## config.mk

```make
export PLATFORM = sky130hd
export DESIGN_NAME = hti_axis
export DESIGN_NICKNAME = d
export VERILOG_FILES = /design/src/rtl/core/hti_pkg.sv /design/src/rtl/core/hti_axis.sv
export SDC_FILE = /design/constraint.sdc
export NUM_CORES = 1
export LEC_CHECK = 0
export BUFFER_PORTS_ARGS = -buffer_cell sky130_fd_sc_hd__buf_2
export CAP_MARGIN = 30
export CORE_MARGIN = 2
export CORE_UTILIZATION = 38
export DETAILED_ROUTE_END_ITERATION = 6
export PLACE_DENSITY = 0.64
export SETUP_SLACK_MARGIN = 0.5
export SLEW_MARGIN = 25
export SYNTH_ARGS = -nofsm -noshare
export SYNTH_HDL_FRONTEND = slang
export SYNTH_SLANG_ARGS = --single-unit
```

## constraint.sdc

```tcl
create_clock -name clk -period 0.8 [get_ports clk]
set_clock_uncertainty 0.15 [all_clocks]
set_input_delay 0.04 -clock clk [delete_from_list [all_inputs] [get_ports clk]]
set_output_delay 0.04 -clock clk [all_outputs]
set_load 0.05 [all_outputs]
```

## src/rtl/core/hti_pkg.sv

```systemverilog
// hti_pkg: shared types, constants and sizing for the heightmap height lookup
// no dependencies; used by hti_axis, heightmap_triangle_interpolation_top and hti_checker

package hti_pkg;

	// grid and coordinate mapping
	localparam int GRID_VERTS   = 64;
	localparam int TERRAIN_SIZE = 1024;
	localparam int FRAC_BITS    = 8;

	localparam int GRID_DEPTH = 4096;
	localparam int ADDR_W     = $clog2(GRID_DEPTH);
	localparam int HEIGHT_W   = 16;
	localparam int COORD_IN_W = 16;

	// in-range coordinates are 0..TERRAIN_SIZE-1, cells 0..GRID_VERTS-1
	localparam int COORD_W = $clog2(TERRAIN_SIZE);
	localparam int CELL_W  = $clog2(GRID_VERTS);
	localparam int U_W     = COORD_W + CELL_W;

	// exact floor division by TERRAIN_SIZE through a rounded-up reciprocal
	localparam int S1     = U_W + COORD_W;
	localparam int R1_W   = U_W + 2;
	localparam int P1_W   = U_W + R1_W;
	localparam logic [R1_W-1:0] R1 =
		R1_W'(((64'd1 << S1) + 64'(TERRAIN_SIZE) - 64'd1) / 64'(TERRAIN_SIZE));

	localparam int N2     = COORD_W + FRAC_BITS;
	localparam int S2     = N2 + COORD_W;
	localparam int R2_W   = N2 + 2;
	localparam int P2_W   = N2 + R2_W;
	localparam logic [R2_W-1:0] R2 =
		R2_W'(((64'd1 << S2) + 64'(TERRAIN_SIZE) - 64'd1) / 64'(TERRAIN_SIZE));

	// grid address arithmetic, wide enough for row*GRID_VERTS+column+GRID_VERTS+1
	localparam int SUM_W = (2 * CELL_W + 2 > ADDR_W) ? 2 * CELL_W + 2 : ADDR_W;

	// interpolation
	localparam int WGT_W  = FRAC_BITS + 1;
	localparam int PROD_W = FRAC_BITS + 2 + HEIGHT_W;
	localparam logic [WGT_W-1:0] ONE = WGT_W'(1) << FRAC_BITS;

	// transaction kinds
	localparam logic KIND_LOAD  = 1'b0;
	localparam logic KIND_QUERY = 1'b1;

	typedef struct packed {
		logic                         kind;
		logic [ADDR_W-1:0]            load_index;
		logic signed [HEIGHT_W-1:0]   load_height;
		logic signed [COORD_IN_W-1:0] query_x;
		logic signed [COORD_IN_W-1:0] query_z;
	} req_t;

	typedef struct packed {
		logic signed [HEIGHT_W-1:0] height;
		logic                       out_of_range;
	} rsp_t;

	typedef struct packed {
		logic [CELL_W-1:0] idx;
		logic              oor;
	} axis_cell_t;

endpackage

```

## src/rtl/core/hti_axis.sv

```systemverilog
// hti_axis: maps one world coordinate to a grid cell and a cell fraction
// depends on hti_pkg; cell valid in stage 2, fraction in stage 4

module hti_axis (
	input  logic                                  clk,
	input  logic                                  en,
	input  logic signed [hti_pkg::COORD_IN_W-1:0] coord,
	output hti_pkg::axis_cell_t                   cell_s2,
	output logic [hti_pkg::FRAC_BITS-1:0]         frac_s4
);

	logic [hti_pkg::U_W-1:0]    u_s1, u_s2;
	logic                       bad_s1, bad_s2;
	logic [hti_pkg::CELL_W-1:0] cx_s2;
	logic [hti_pkg::N2-1:0]     n2_s3;
	logic [hti_pkg::P1_W-1:0]   prod1;
	logic [hti_pkg::P2_W-1:0]   prod2;
	logic [hti_pkg::U_W-1:0]    rem_full;
	logic                       below;

	// anything negative or at least TERRAIN_SIZE lands outside the grid
	assign below = {1'b0, coord} < (hti_pkg::COORD_IN_W + 1)'(hti_pkg::TERRAIN_SIZE);

	assign prod1    = hti_pkg::P1_W'(u_s1) * hti_pkg::P1_W'(hti_pkg::R1);
	assign rem_full = u_s2 - hti_pkg::U_W'(cx_s2) * hti_pkg::U_W'(hti_pkg::TERRAIN_SIZE);
	assign prod2    = hti_pkg::P2_W'(n2_s3) * hti_pkg::P2_W'(hti_pkg::R2);

	always_ff @(posedge clk) begin
		if (en) begin
			u_s1   <= hti_pkg::U_W'(coord[hti_pkg::COORD_W-1:0])
				* hti_pkg::U_W'(hti_pkg::GRID_VERTS);
			bad_s1 <= coord[hti_pkg::COORD_IN_W-1] || !below;
			u_s2   <= u_s1;
			bad_s2 <= bad_s1;
			cx_s2  <= prod1[hti_pkg::S1 +: hti_pkg::CELL_W];
			n2_s3  <= {rem_full[hti_pkg::COORD_W-1:0], {hti_pkg::FRAC_BITS{1'b0}}};
			frac_s4 <= prod2[hti_pkg::S2 +: hti_pkg::FRAC_BITS];
		end
	end

	// last column or row has no neighbor to interpolate with
	assign cell_s2.idx = cx_s2;
	assign cell_s2.oor = bad_s2 || (cx_s2 == hti_pkg::CELL_W'(hti_pkg::GRID_VERTS - 1));

endmodule

```

# Word level (Yosys, flattened, before mapping)

Cells that the tools add are included.

Register bits after elaboration: 40
Output and inout bits: 15

$add $sub $neg: 1
Magnitude comparators: 1
Equality and inequality tests: 1
Reduce and logical (&&, ||, !) cells: 3

Operators by type and width:

| kind                                                                           | count |
|---|---|
| 16-bit by 11-bit less-than comparator with 1-bit output, second input constant | 1 |
| 10-bit by 1-bit subtractor with 10-bit output, second input constant           | 1 |
| 6-bit equality test, second input constant                                     | 1 |
| 1-bit logical OR                                                               | 2 |
| 1-bit logical NOT                                                              | 1 |

# Longest topological paths before layout

Word-level depth: 3
Depth in mapped cells: 2
Gate-level depth less buffers: 2

# Worst setup path before layout

No wires, ideal clock.

Path kind: flip-flop to output port
From: reg cx_s2[1] (netlist name)
To: out cell_s2[0] (netlist name)
Data arrival time: 1.537 ns
Required time: 0.610 ns
Setup slack: -0.927 ns
Cell stages (with the launch flop): 3
Buffers on the path: 0
Cell sequence: edfxtp_1 -> nand4_1 -> o21bai_1

RTL lines:

| element                  | RTL line       | text |
|---|---|---|
| start: declaration       | hti_axis.sv:14 | `logic [hti_pkg::CELL_W-1:0] cx_s2;` |
| start signal: assignment | hti_axis.sv:35 | `cx_s2 <= prod1[hti_pkg::S1 +: hti_pkg::CELL_W];` |
| end: declaration         | hti_axis.sv:8  | `output hti_pkg::axis_cell_t cell_s2,` |

==> flow_metrics.tcl <==
set metrics [dict create \
    required_ns 0.61 \
    nets 104 \
    drt-initial-drc-count 7 \
    io_pins 33 \
    dr.pass1.iters 3 \
    die_h_um 54.42 \
    outcome "finished with violations" \
    finalMaxSlewViolations 0 \
    clock_sinks 30 \
    slowest_stage "edfxtp_1" \
    final_util_pct 61.73 \
    multi_input_area_um2 72.57 \
    grtUsageTotal_pct 12.61 \
    synth_warnings 0 \
    worstPathCellList "nand4_1, o21bai_4, buf_6" \
    stdcell_area_mm2 0.001501 \
    syn_area_per_cell_um2 23.56 \
    drc 0 \
    final_cells 116 \
    portBuffers 28 \
    worst_slack_ns -0.5195 \
    finalPower_mw 3.124 \
    gp_congestion 0.5829 \
    yosysTopAreaCellShare_pct 93.26 \
    cts_buffer_depth 2 \
    powerDensity_mw_per_mm2 2081 \
    die_area_mm2 0.002961 \
    cp-start-kind "flip-flop" \
    via_per_inst 4.397 \
    setup_violations 11 \
    diodes 0 \
    core.rowCount 18 \
    grt_pass1_wl_um 2263 \
    wl_per_cell_um 12.41 \
    max_freq_mhz 757.9 \
    tritoncts "yes" \
    cp.arrival_ns 1.13 \
    critPathBufInv 1 \
    seq_area_um2 900.9 \
    die_w_um 54.42 \
    p_leak_nw 0.5895 \
    crit_path_max_incr_delay_ns 0.36 \
    grt_max_degree 9 \
    gr-total-overflow 0 \
    period_needed_ns 1.319 \
    synth_cell_types 8 \
    rsz0062_at_grt "true" \
    cts_root_buf "clkbuf_4" \
    drive_gt1_share_pct 53.49 \
    placed_area_mm2 0.001191 \
    synth_area_leader_cell "edfxtp_1" \
    yosysSeqAreaShare_pct 93.26 \
    fillers 195 \
    violations "hold timing, setup timing" \
    syn_to_final_growth_pct 55.44 \
    cap_violations 0 \
    vias 510 \
    h-tree-depth 2 \
    design.core.area_mm2 0.002432 \
    ant_nets 0 \
    clk_pin_slew_ns 0.08 \
    fin_crit_sh_pct 164.9 \
    crit_family "flip-flops" \
    cts-buffers-inserted 5 \
    hold_viol_final 23 \
    dp_cells 100 \
    clock_latency_ns 0.31 \
    vdd.ir_drop.worst_uv 1269 \
    cp-end-kind "output port" \
    start_util_pct 39.71 \
    synth_seq_cells 30 \
    path_max_fanout 2 \
    postSynthCellCount 41 \
    antenna_found_initial 0 \
    critPathKind "reg -> out" \
    hp-class "in -> reg" \
    drt-total-wl_um 1440 \
    synth.area.top_cells "edfxtp_1 93%, buf_4 3.1%, nand2_1 0.78%" \
    holdWs_ns -0.2511 \
    grt_pass1_vias 487 \
    netlist_area_um2 965.9 \
]
-- logic make-up (layout without fill, tap and decap cells) --
logic type	after synthesis	count (layout)	share of synthesized area, %
other	1	4	0.3882
buffers and inverters	4	46	3.109
flip-flops	30	30	93.26
AND/OR/NAND/NOR	5	5	2.462
AO/OA/AOI/OAI	1	1	0.7775
-- stage by stage --
step                      setup TNS [ns]  setup slack, ns
after floorplan                  -0.6091          -0.5773
after global placement           -0.3138          -0.2414
after detailed placement         -0.3674          -0.2676
after CTS                         -3.589          -0.5270
after global routing              -4.057          -0.6057
final                             -3.430          -0.5195
-- layer usage --
| layer | up-vias | track usage, % | wire length (µm) |
|---|---|---|---|
| met5 | - | 0 | 0 |
| met4 | 0 | 12.50 | 46 |
| met3 | 5 | 4.918 | 86 |
| met2 | 24 | 19.88 | 796 |
| met1 | 238 | 12.29 | 511 |
| li1 | 243 | - | - |
-- registers in the layout (all words and copies together), names as in the netlist --
register  flops
bad_s1        1
frac_s4       4
u_s2          4
n2_s3         4
bad_s2        1
u_s1         10
cx_s2         6
-- final cells by class --
type,instances,share of cell area (%)
flip-flops and latches,30,60.00
repair buffers,39,29.67
multi-input cells,10,4.833
clock buffers,7,3.000
well taps,30,2.500
-- cell usage in the layout, fill, tap and decap left out --
cell type,instances
edfxtp_1,30
buf_2,14
buf_6,12
clkbuf_4,5
buf_12,5
conb_1,4
buf_16,4
buf_4,4
nand2_1,2
clkbuf_1,2
nand4_1,1
o21bai_4,1
nor2_1,1
nor4_4,1
-- where the power goes --
group	internal [mW]	total (mW)	switching [mW]
Combinational	0.216	0.468	0.252
Sequential	1.85	1.89	0.0329
Clock	0.331	0.770	0.439
Total	2.40	3.12	0.724
-- worst paths after layout --
path	start	to	slack [ns]	depth (start not counted)
setup reg to reg	bad_s1	bad_s2	0.02	0
hold reg to reg	u_s2[7]	n2_s3[15]	0.26	0
setup / recovery	cx_s2[1]	cell_s2[0]	-0.52	3
hold / removal	coord[8]	u_s1[14]	-0.25	1
-- repair_timing --
item | in CTS | in global routing
setup buffers | 4 | 1
pin swaps | 3 | 2
endpoints found under the hold margin | 32 | 32
resized for setup | 28 | 5
cloned | 4 | 0
setup endpoints to repair | 61 | 61
-- synth_stat cells, drive strengths merged --
library cell,instances
conb,1
buf,4
nor4,1
edfxtp,30
o21bai,1
nand4,1
nand2,2
nor2,1
Power figures use the tool's default switching activity.
